$ cat src/hw/rtl/mts_pkg.sv
// Types and constants shared by the min tracking stack modules
package mts_pkg;
	localparam int DEPTH   = 1024;
	localparam int ADDR_W  = $clog2(DEPTH);
	localparam int CNT_W   = $clog2(DEPTH + 1);
	localparam int DATA_W  = 32;
	localparam int COUNT_W = 11;
	localparam int IN_W    = 40;
	localparam int OUT_W   = 112;

	localparam logic [1:0] ACT_PUSH  = 2'd0;
	localparam logic [1:0] ACT_POP   = 2'd1;
	localparam logic [1:0] ACT_CLEAR = 2'd2;
	localparam logic [1:0] ACT_QUERY = 2'd3;

	localparam logic [1:0] ST_OK    = 2'd0;
	localparam logic [1:0] ST_EMPTY = 2'd1;
	localparam logic [1:0] ST_FULL  = 2'd2;

	// controller -> datapath
	typedef struct packed {
		logic exec;      // word accepted this cycle
		logic refill;    // reload top/min from RAM read data
		logic load_out;  // capture result word
	} cmd_t;

	// datapath -> controller
	typedef struct packed {
		logic cnt_le1;
	} sts_t;
endpackage

$ cat src/hw/rtl/mts_ctrl.sv
// Controller: input/output handshake and pop refill sequencing
module mts_ctrl (
	input  logic            clk,
	input  logic            arst_n,
	input  logic            in_tvalid,
	input  logic [1:0]      action,
	input  logic            out_tready,
	input  mts_pkg::sts_t   sts,
	output logic            in_tready,
	output logic            out_tvalid,
	output mts_pkg::cmd_t   cmd
);
	localparam logic S_IDLE  = 1'b0;
	localparam logic S_POPRD = 1'b1;

	logic state_q;
	logic state_d;
	logic out_valid_q;
	logic accept;
	logic slow_pop;

	assign in_tready = (state_q == S_IDLE) && (!out_valid_q || out_tready);
	assign accept    = in_tvalid && in_tready;
	assign slow_pop  = accept && (action == mts_pkg::ACT_POP) && !sts.cnt_le1;

	assign cmd.exec     = accept;
	assign cmd.refill   = (state_q == S_POPRD);
	assign cmd.load_out = (accept && !slow_pop) || (state_q == S_POPRD);
	assign out_tvalid   = out_valid_q;

	always_comb begin
		state_d = state_q;
		case (state_q)
			S_IDLE: begin
				if (slow_pop)
					state_d = S_POPRD;
			end
			S_POPRD: begin
				state_d = S_IDLE;
			end
			default: begin
				state_d = S_IDLE;
			end
		endcase
	end

	always_ff @(posedge clk or negedge arst_n) begin
		if (!arst_n) begin
			state_q     <= S_IDLE;
			out_valid_q <= 1'b0;
		end else begin
			state_q <= state_d;
			if (cmd.load_out)
				out_valid_q <= 1'b1;
			else if (out_tready)
				out_valid_q <= 1'b0;
		end
	end
endmodule

$ cat config.mk
export PLATFORM = sky130hd
export DESIGN_NAME = mts_ctrl
export DESIGN_NICKNAME = d
export VERILOG_FILES = /design/src/hw/rtl/mts_pkg.sv /design/src/hw/rtl/mts_ctrl.sv
export SDC_FILE = /design/constraint.sdc
export NUM_CORES = 1
export LEC_CHECK = 0
export BUFFER_PORTS_ARGS = -buffer_cell sky130_fd_sc_hd__buf_2
export CORE_AREA = 2 2 39 41
export CTS_BUF_LIST = sky130_fd_sc_hd__clkbuf_8
export CTS_CLUSTER_DIAMETER = 80
export DETAILED_ROUTE_END_ITERATION = 16
export DIE_AREA = 0 0 41 43
export GPL_TIMING_DRIVEN = 0
export MAX_ROUTING_LAYER = met4
export PLACE_DENSITY_LB_ADDON = 0.2
export SLEW_MARGIN = 10
export SYNTH_ARGS = -nofsm -noshare
export SYNTH_HDL_FRONTEND = slang
export SYNTH_SLANG_ARGS = --single-unit
$ cat constraint.sdc
create_clock -name clk -period 3.2 [get_ports clk]
set_input_delay 0.96 -clock clk [delete_from_list [all_inputs] [get_ports clk]]
set_output_delay 0.96 -clock clk [all_outputs]
set_load 0.1 [all_outputs]
== Word level (Yosys, flattened, before mapping) ==
Index checks and enable logic that the tools add are counted.

* Multiplexer cells: 4
* Bitwise operators: 1
* Equal/unequal tests: 1
* Reductions and logical operators: 11

{| class="wikitable"
|+ Operators with widths
! cell !! number
|-
| $logic_and A1 B1 Y1 || 5
|-
| $logic_not A1 Y1 || 3
|-
| $mux W1 || 3
|-
| $eq A2 B1 Y1 const B || 1
|-
| $logic_or A1 B1 Y1 || 2
|-
| $pmux W1 S2 || 1
|-
| $reduce_bool A2 Y1 || 1
|-
| $not A1 Y1 || 1
|}

* Output and inout bits: 5
* Input bits: 7
* Logic and storage cells: 19
* Flip-flop bits (word level): 2

== Logic depth before layout (Yosys ltp) ==
Gate-level depths: netlist of the first run.

* Depth after elaboration: 10
* Gate-level depth with buffers: 3
* Depth with buffers taken out: 2

== Worst setup path before layout of the first run ==
No wires, ideal clock.

* Path type: reg2out
* Start point: register out_valid_q (netlist: out_tvalid)
* End point: output port in_tready
* Path buffers: 0
* Cell stages (with the launch flop): 3
* Setup slack: -75 ps
* Required time: 2240 ps
* Data arrival time: 2315 ps
* Path through: dfrtp_1 nor2b_1 nor2_1

* Cells in the longest elaborated chain, start to end: 3

{| class="wikitable"
|+ Ends and longest elaborated chain
! item !! RTL line !! text
|-
| from (decl) || mts_ctrl.sv:18 || <nowiki>logic out_valid_q;</nowiki>
|-
| from (signal assigned) || mts_ctrl.sv:50 || <nowiki>out_valid_q <= 1'b0;</nowiki>
|-
| from (signal assigned) || mts_ctrl.sv:54 || <nowiki>out_valid_q <= 1'b1;</nowiki>
|-
| from (signal assigned) || mts_ctrl.sv:56 || <nowiki>out_valid_q <= 1'b0;</nowiki>
|-
| $logic_not A1 Y1 || mts_ctrl.sv:22 || <nowiki>assign in_tready = (state_q == S_IDLE) && (!out_valid_q || out_tready);</nowiki>
|-
| $logic_or A1 B1 Y1 || mts_ctrl.sv:22 ||
|-
| $logic_and A1 B1 Y1 || mts_ctrl.sv:22 ||
|-
| to (decl) || mts_ctrl.sv:9 || <nowiki>output logic in_tready,</nowiki>
|}

Every way passes these cells.

==> results of run 1 <==
logic make-up after synthesis:
kind of cell	Yosys count
buf+inv	2
flops	2
compound gates	2
simple gates	6
metal layers:
metal / track usage, % / wire [um] / share of wire [%]
met5: - / 0 / 0
met4: 8.000 / 0 / 0
met3: 3.141 / 48 / 13
met2: 5.938 / 148 / 41
met1: 5.788 / 162 / 45
Yosys cell counts:
library cell,number
or3b_4,1
buf_4,2
nand2b_1,1
a211o_1,1
dfrtp_1,2
nor2_1,1
a31o_2,1
nor4b_2,1
nor2b_1,1
nor3b_1,1
sequential cells by signal, indices dropped and copies added (netlist names):
register and flops:
state_q 1, out_tvalid 1
worst paths after layout:
| path | start | endpoint | slack, ps | cells after the start |
|---|---|---|---|---|
| setup / recovery | action[1] | cmd[0] | 250 | 4 |
| hold / removal | arst_n | out_tvalid | 530 | 1 |
| setup reg to reg | out_tvalid | out_tvalid | 2230 | 2 |
| hold reg to reg | state_q | state_q | 570 | 1 |
| max in group asynchronous | arst_n | state_q | 2570 | 1 |
| min in group clk | state_q | state_q | 570 | 1 |
power by group:
part	internal, uW	switching, uW
Combinational	12.0	42.7
Clock	79.5	19.1
Sequential	27.0	1.38
Total	118	63.1
worst register-to-register path: cells and delay by family (launching register included):
family           cells  cell delay [ps]
flip-flops           1              380
AND/OR/NAND/NOR      1              190
AO/OA/AOI/OAI        1              280
cell type report:
class | instances | share of cell area [%]
Multi-Input combinational cell | 8 | 27.86
Timing Repair Buffer | 11 | 21.89
Sequential cell | 2 | 19.90
Clock buffer | 3 | 16.42
Tap cell | 16 | 7.960
Buffer | 2 | 5.970
placed cells by master, fill, tap and decap left out:
cell,n
buf_2,11
a31o_2,1
dfrtp_1,2
clkbuf_8,3
nor2_2,1
buf_4,2
or3b_4,1
a211o_1,1
nand2b_1,1
nor3b_1,1
nor2b_1,1
nor4b_2,1
through the flow:
step | worst slack (ps) | util (%) | cells | area [um2]
after floorplan | 385.9 | - | 12 | 135.1
after global placement | 250.8 | 15.19 | 39 | 210.2
after detailed placement | 249.9 | 15.19 | 39 | 210.2
after CTS | 248.1 | 18.17 | 42 | 251.5
after global routing | 223.0 | 18.17 | 42 | 251.5
final | 249.6 | 18.17 | 42 | 251.5
==> out/results.txt, run 1 <==
FF+latch area: 50.05 um2
Area contributors post-synth: dfrtp_1, buf_4, nor4b_2
complex-gate fraction of the synthesized area: 13.21%
Least-Margin Pin Slew: 487.6 ps
multiplexer share of the synthesized area: 0%
max incr delay on CP: 400 ps
starting density of the core: 9.584%
post-layout min period: 2950 ps
Nets: 35
ant diodes: 0
Peak VDD IR: 0.1585 mV
share of cells above drive strength 1: 76.92%
Die Ht: 43 um
DRT antenna net count: 0
CTS Buf Count: 3
Post-CTS Resized: 0
status: complete, no violations
number of post-CTS setup repair buffers: 0
die footprint: 1763 um2
WS Path Type: in2out
critical path cell sequence: buf_2, or3b_4, a31o_2, buf_2
CORE AREA: 1384 um2
1st-iter DRT viols: 3
vias in the first global route: 143
CP required: 2240 ps
cell family with most CP delay: simple AND/OR/NAND/NOR gates
GRT Resource Usage Total: 5.658%
gpl congestion: 0.5671
Clock Sinks: 2
Worst-path clk slew: 30 ps
Post-Route WL: 359 um
drt first pass iters: 2
post-synth cell types: 10
clock tree buffer depth: 2
htree depth: 1
grt ovf: 0
CP bufs+invs: 2
FF+latch count, synth: 2
Post-Syn Instances: 12
final worst-path cycle share: 92.20%
clock root buffer: clkbuf_8
initial antenna violation count: 0
TNS Setup: 0 ps
CTS tree: built
post-synthesis simple-gate area fraction: 37.74%
final hold slack: 530.3 ps
Post-CTS Hold Buffers: 0
Peak Freq: 338.9 MHz
width of the die: 41 um
leakage: 0.0001247 uW
largest family of logic cells by synthesized area: simple AND/OR/NAND/NOR gates
most frequent CP cell: buf_2
Rows: 14
drt wl/cell: 8.548 um
Hold Fails Final Rpt: 0
largest fanout on the critical path: 3
FILL cells: 150
Critical Path AT: 1990 ps
Slew HR: 67.72%
leading area contributor after synthesis: dfrtp_1
I/O Pins: 12
clock skew: 1.585 ps
unrepaired setup endpoints after global routing: false
drc violations: 0
largest net degree at the start of global routing: 7
Post-Syn Nets: 19
Mapped Area: 132.6 um2
Hold Path Class: in2async
Worst setup EP type: primary output
Synth Area in Adders: 0%
vias: 135
Yosys top cell area share: 37.74%
vias per inst: 3.214
Power Density: 722.0 nW/um2
Final Setup Violations: 0
Multi-input gate area: 70.07 um2
Area growth syn-to-layout: 89.62%
Yosys warning count: 0
worst skew pair latency: 210 ps
Seq/Total Area, Yosys: 37.74%
first-pass GRT wire length: 579 um
Crit-path slowest cell: or3b_4
Pins Over Slew Limit: 0
Final Total Pwr: 181.6 uW
Synth Area in XOR/XNOR: 0%
critical path startpoint category: input port
average size of a mapped cell: 11.05 um2
# port buffers: 11
max-cap violation count: 0
No activity file was read; power rests on OpenSTA's default activity.
==> inputs of run 2 (changes only) <==
--- a/config.mk
+++ b/config.mk
@@ -6,6 +6,8 @@
 export NUM_CORES = 1
 export LEC_CHECK = 0
 export BUFFER_PORTS_ARGS = -buffer_cell sky130_fd_sc_hd__buf_2
+export CELL_PAD_IN_SITES_DETAIL_PLACEMENT = 1
+export CELL_PAD_IN_SITES_GLOBAL_PLACEMENT = 1
 export CORE_AREA = 2 2 39 41
 export CTS_BUF_LIST = sky130_fd_sc_hd__clkbuf_8
 export CTS_CLUSTER_DIAMETER = 80
==> out/results.txt, run 2 (synthesis gave the netlist of run 1 again) <==
Reg2Reg Depth: 2
Area growth syn-to-layout: 89.62%
part of the power in combinational logic: 30.4%
Pins Over Slew Limit: 0
post-layout min period: 2954 ps
critical path startpoint category: input port
Switching Share: 34.40%
starting density of the core: 9.584%
vias: 137
DRT antenna net count: 0
Critical Path AT: 1990 ps
Peak VDD IR: 0.2183 mV
initial antenna violation count: 0
Critical Path Source: action[1]
Clock Sinks: 2
clock tree buffer depth: 2
drt wl/cell: 8.571 um
width of the die: 41 um
die footprint: 1763 um2
Final Setup Violations: 0
Rows: 14
Post-Route WL: 360 um
share of cells above drive strength 1: 76.92%
Peak Freq: 338.5 MHz
critical path cell sequence: buf_2, or3b_4, a31o_2, buf_2
Least-Margin Pin Slew: 488.0 ps
number of post-CTS setup repair buffers: 0
I/O Pins: 12
htree depth: 1
status: complete, no violations
Final Util: 18.17%
NetSw: 62.08 uW
drt first pass iters: 2
Die Ht: 43 um
CORE AREA: 1384 um2
gpl congestion: 0.6767
GRT Resource Usage Total: 5.658%
Worst setup EP type: primary output
Power Density: 717.5 nW/um2
Nets: 35
flop2flop setup slack: 2250 ps
CP bufs+invs: 2
R2R Path Start: out_tvalid
reg-to-reg critical path endpoint: out_tvalid
most frequent CP cell: buf_2
Pint: 118.4 uW
TNS Setup: 0 ps
Hold Path Class: in2async
WS Path Type: in2out
cell family with most CP delay: simple AND/OR/NAND/NOR gates
Finished Cell Area: 251.5 um2
Crit-path slowest cell: or3b_4
clock root buffer: clkbuf_8
leakage: 0.0001247 uW
Final Total Pwr: 180.4 uW
1st-iter DRT viols: 1
ant diodes: 0
max incr delay on CP: 400 ps
clock network fraction of total power: 54.0%
Hold Fails Final Rpt: 0
Worst-path clk slew: 30 ps
largest net degree at the start of global routing: 7
most common cell after layout, fill and taps aside: buf_2
grt ovf: 0
worst skew pair latency: 210 ps
Sequential Power Share: 15.6%
# port buffers: 11
Slew HR: 67.69%
CP required: 2240 ps
vias per inst: 3.262
CTS Buf Count: 3
first-pass GRT wire length: 593 um
final hold slack: 529.9 ps
clock skew: 2.571 ps
CTS tree: built
largest fanout on the critical path: 3
most frequent cells in the layout: buf_2, clkbuf_8, buf_4, dfrtp_1
Placement Cell Area: 210.2 um2
final worst-path cycle share: 92.32%
unrepaired setup endpoints after global routing: false
Post-CTS Hold Buffers: 0
vias in the first global route: 163
drc violations: 0
max-cap violation count: 0
FILL cells: 166
Post-CTS Resized: 0
## run 2: cell counts in the layout (fill, tap and decap cells not counted)
No cell type changed its count.
## run 2: power by group through the flow
| stage | sequential (uW) | clock [uW] | combinational, uW |
|---|---|---|---|
| global route | 28.5 | 104 | 57.3 |
| finish | 28.2 | 97.5 | 54.8 |
| global placement | 28.4 | 0 | 54.8 |
| detailed placement | 28.4 | 0 | 55.3 |
| CTS | 28.2 | 100 | 55.3 |
| floorplan | 37.0 | 0 | 36.7 |
## run 2: per-stage QoR
stage          instances  setup WS, ps
5_1_grt               42         221.5
3_5_place_dp          39         236.4
3_3_place_gp          39         246.0
4_1_cts               42         236.4
2_1_floorplan         12         385.9
6_report              42         245.7
## run 2: worst max path at each step
stage           endpoint  cells after the start
2_1_floorplan  in_tready                      2
3_3_place_gp      cmd[0]                      4
3_5_place_dp      cmd[0]                      4
4_1_cts           cmd[0]                      4
5_1_grt           cmd[0]                      4
6_report          cmd[0]                      4
## run 2: area by class of cell
type | instances | area, um2 | area share, %
buffer | 2 | 15.01 | 5.970
clock buffer | 3 | 41.29 | 16.42
multi-input combinational | 8 | 70.07 | 27.86
sequential | 2 | 50.05 | 19.90
tap | 16 | 20.02 | 7.960
timing repair buffer | 11 | 55.05 | 21.89
## run 2: worst reg2reg max path, delay by kind of cell (launching register included)
family	cells	cell delay [ps]
flops	1	370
simple gates	1	180
compound gates	1	280
## run 2: per-layer routing
| layer | global-route usage, % | vias to the layer above | wire length (um) |
|---|---|---|---|
| li1 | - | 70 | - |
| met1 | 6.109 | 59 | 171 |
| met2 | 6.563 | 8 | 154 |
| met3 | 1.571 | 0 | 34 |
| met4 | 8.000 | 0 | 0 |
| met5 | - | - | 0 |
==> inputs of run 3 (changes only) <==
--- a/config.mk
+++ b/config.mk
@@ -9,11 +9,12 @@
 export CELL_PAD_IN_SITES_DETAIL_PLACEMENT = 1
 export CELL_PAD_IN_SITES_GLOBAL_PLACEMENT = 1
 export CORE_AREA = 2 2 39 41
-export CTS_BUF_LIST = sky130_fd_sc_hd__clkbuf_8
+export CTS_BUF_LIST = sky130_fd_sc_hd__clkbuf_4 sky130_fd_sc_hd__clkbuf_8 sky130_fd_sc_hd__clkbuf_16
 export CTS_CLUSTER_DIAMETER = 80
 export DETAILED_ROUTE_END_ITERATION = 16
 export DIE_AREA = 0 0 41 43
 export GPL_TIMING_DRIVEN = 0
+export HOLD_SLACK_MARGIN = 0.06
 export MAX_ROUTING_LAYER = met4
 export PLACE_DENSITY_LB_ADDON = 0.2
 export SLEW_MARGIN = 10
==> out/results.txt, run 3 (synthesis gave the netlist of run 1 again) <==
gpl congestion: 0.6767
initial antenna violation count: 0
CP bufs+invs: 2
WS Path Type: in2out
status: complete, no violations
unrepaired setup endpoints after global routing: false
critical path cell sequence: buf_2, or3b_4, a31o_2, buf_2
Final Setup Violations: 0
post-layout min period: 2954 ps
worst skew pair latency: 220 ps
largest net degree at the start of global routing: 7
Area growth syn-to-layout: 75.47%
clock skew: 3.676 ps
width of the die: 41 um
GRT Resource Usage Total: 5.556%
critical path startpoint category: input port
TNS Setup: 0 ps
starting density of the core: 9.584%
FILL cells: 167
Worst setup EP type: primary output
Least-Margin Pin Slew: 488.1 ps
flop2flop setup slack: 2250 ps
drt wl/cell: 8.571 um
Hold Fails Final Rpt: 0
most frequent cells in the layout: buf_2, clkbuf_4, buf_4, dfrtp_1
Peak Freq: 338.5 MHz
largest fanout on the critical path: 3
final worst-path cycle share: 92.32%
number of post-CTS setup repair buffers: 0
Power Density: 594.8 nW/um2
Post-CTS Hold Buffers: 0
Die Ht: 43 um
drt first pass iters: 2
cell family with most CP delay: simple AND/OR/NAND/NOR gates
Worst-path clk slew: 30 ps
grt ovf: 0
clock root buffer: clkbuf_4
R2R Path Start: out_tvalid
share of cells above drive strength 1: 76.92%
Clock Sinks: 2
final hold slack: 513.0 ps
Peak VDD IR: 0.1579 mV
CTS tree: built
Hold Path Class: in2async
Slew HR: 67.69%
first-pass GRT wire length: 579 um
Post-Route WL: 360 um
Critical Path AT: 1990 ps
Finished Cell Area: 232.7 um2
clock tree buffer depth: 2
die footprint: 1763 um2
Final Util: 16.82%
Critical Path Stages: 4
CP required: 2240 ps
Rows: 14
reg-to-reg critical path endpoint: out_tvalid
vias per inst: 3.238
htree depth: 1
CORE AREA: 1384 um2
most frequent CP cell: buf_2
Post-CTS Resized: 0
max-cap violation count: 0
max incr delay on CP: 400 ps
Crit-path slowest cell: or3b_4
Nets: 35
1st-iter DRT viols: 1
I/O Pins: 12
Reg2Reg Depth: 2
leakage: 0.0001170 uW
CTS Buf Count: 3
DRT antenna net count: 0
vias in the first global route: 163
most common cell after layout, fill and taps aside: buf_2
Placement Cell Area: 210.2 um2
vias: 136
drc violations: 0
Pins Over Slew Limit: 0
ant diodes: 0
# port buffers: 11
==> run 3: changes by cell type in the layout (fill, tap and decap cells not counted) <==
cell and change:
clkbuf_4 +3, clkbuf_8 -3
==> run 3: worst max path at each step <==
| stage | startpoint | end |
|---|---|---|
| 6_report | action[1] | cmd[0] |
| 2_1_floorplan | out_tvalid | in_tready |
| 3_3_place_gp | action[1] | cmd[0] |
| 5_1_grt | action[1] | cmd[0] |
| 3_5_place_dp | action[1] | cmd[0] |
| 4_1_cts | action[1] | cmd[0] |
==> run 3: routing by layer <==
metal / up-vias / global-route usage, % / share of wire, %
li1: 70 / - / -
met5: - / - / 0
met1: 58 / 5.788 / 48
met2: 8 / 6.563 / 42
met4: 0 / 8.000 / 0
met3: 0 / 1.571 / 9.4
==> run 3: layout make-up <==
cell class / count / area, um2 / area share, %
multi-input combinational: 8 / 70.07 / 30.11
sequential: 2 / 50.05 / 21.51
buffer: 2 / 15.01 / 6.452
clock buffer: 3 / 22.52 / 9.677
tap: 16 / 20.02 / 8.602
timing repair buffer: 11 / 55.05 / 23.66
==> run 3: through the flow <==
stage	power [uW]	cells	worst slack, ps
floorplan	73.74	12	385.9
global placement	83.14	39	246.0
detailed placement	83.75	39	236.4
CTS	142.6	42	236.4
global route	147.2	42	221.5
finish	138.4	42	245.6
==> run 3: power by group <==
| group | switching, uW | internal (uW) |
|---|---|---|
| sequential | 1.20 | 26.9 |
| clock | 14.1 | 41.4 |
| combinational | 42.8 | 12.0 |
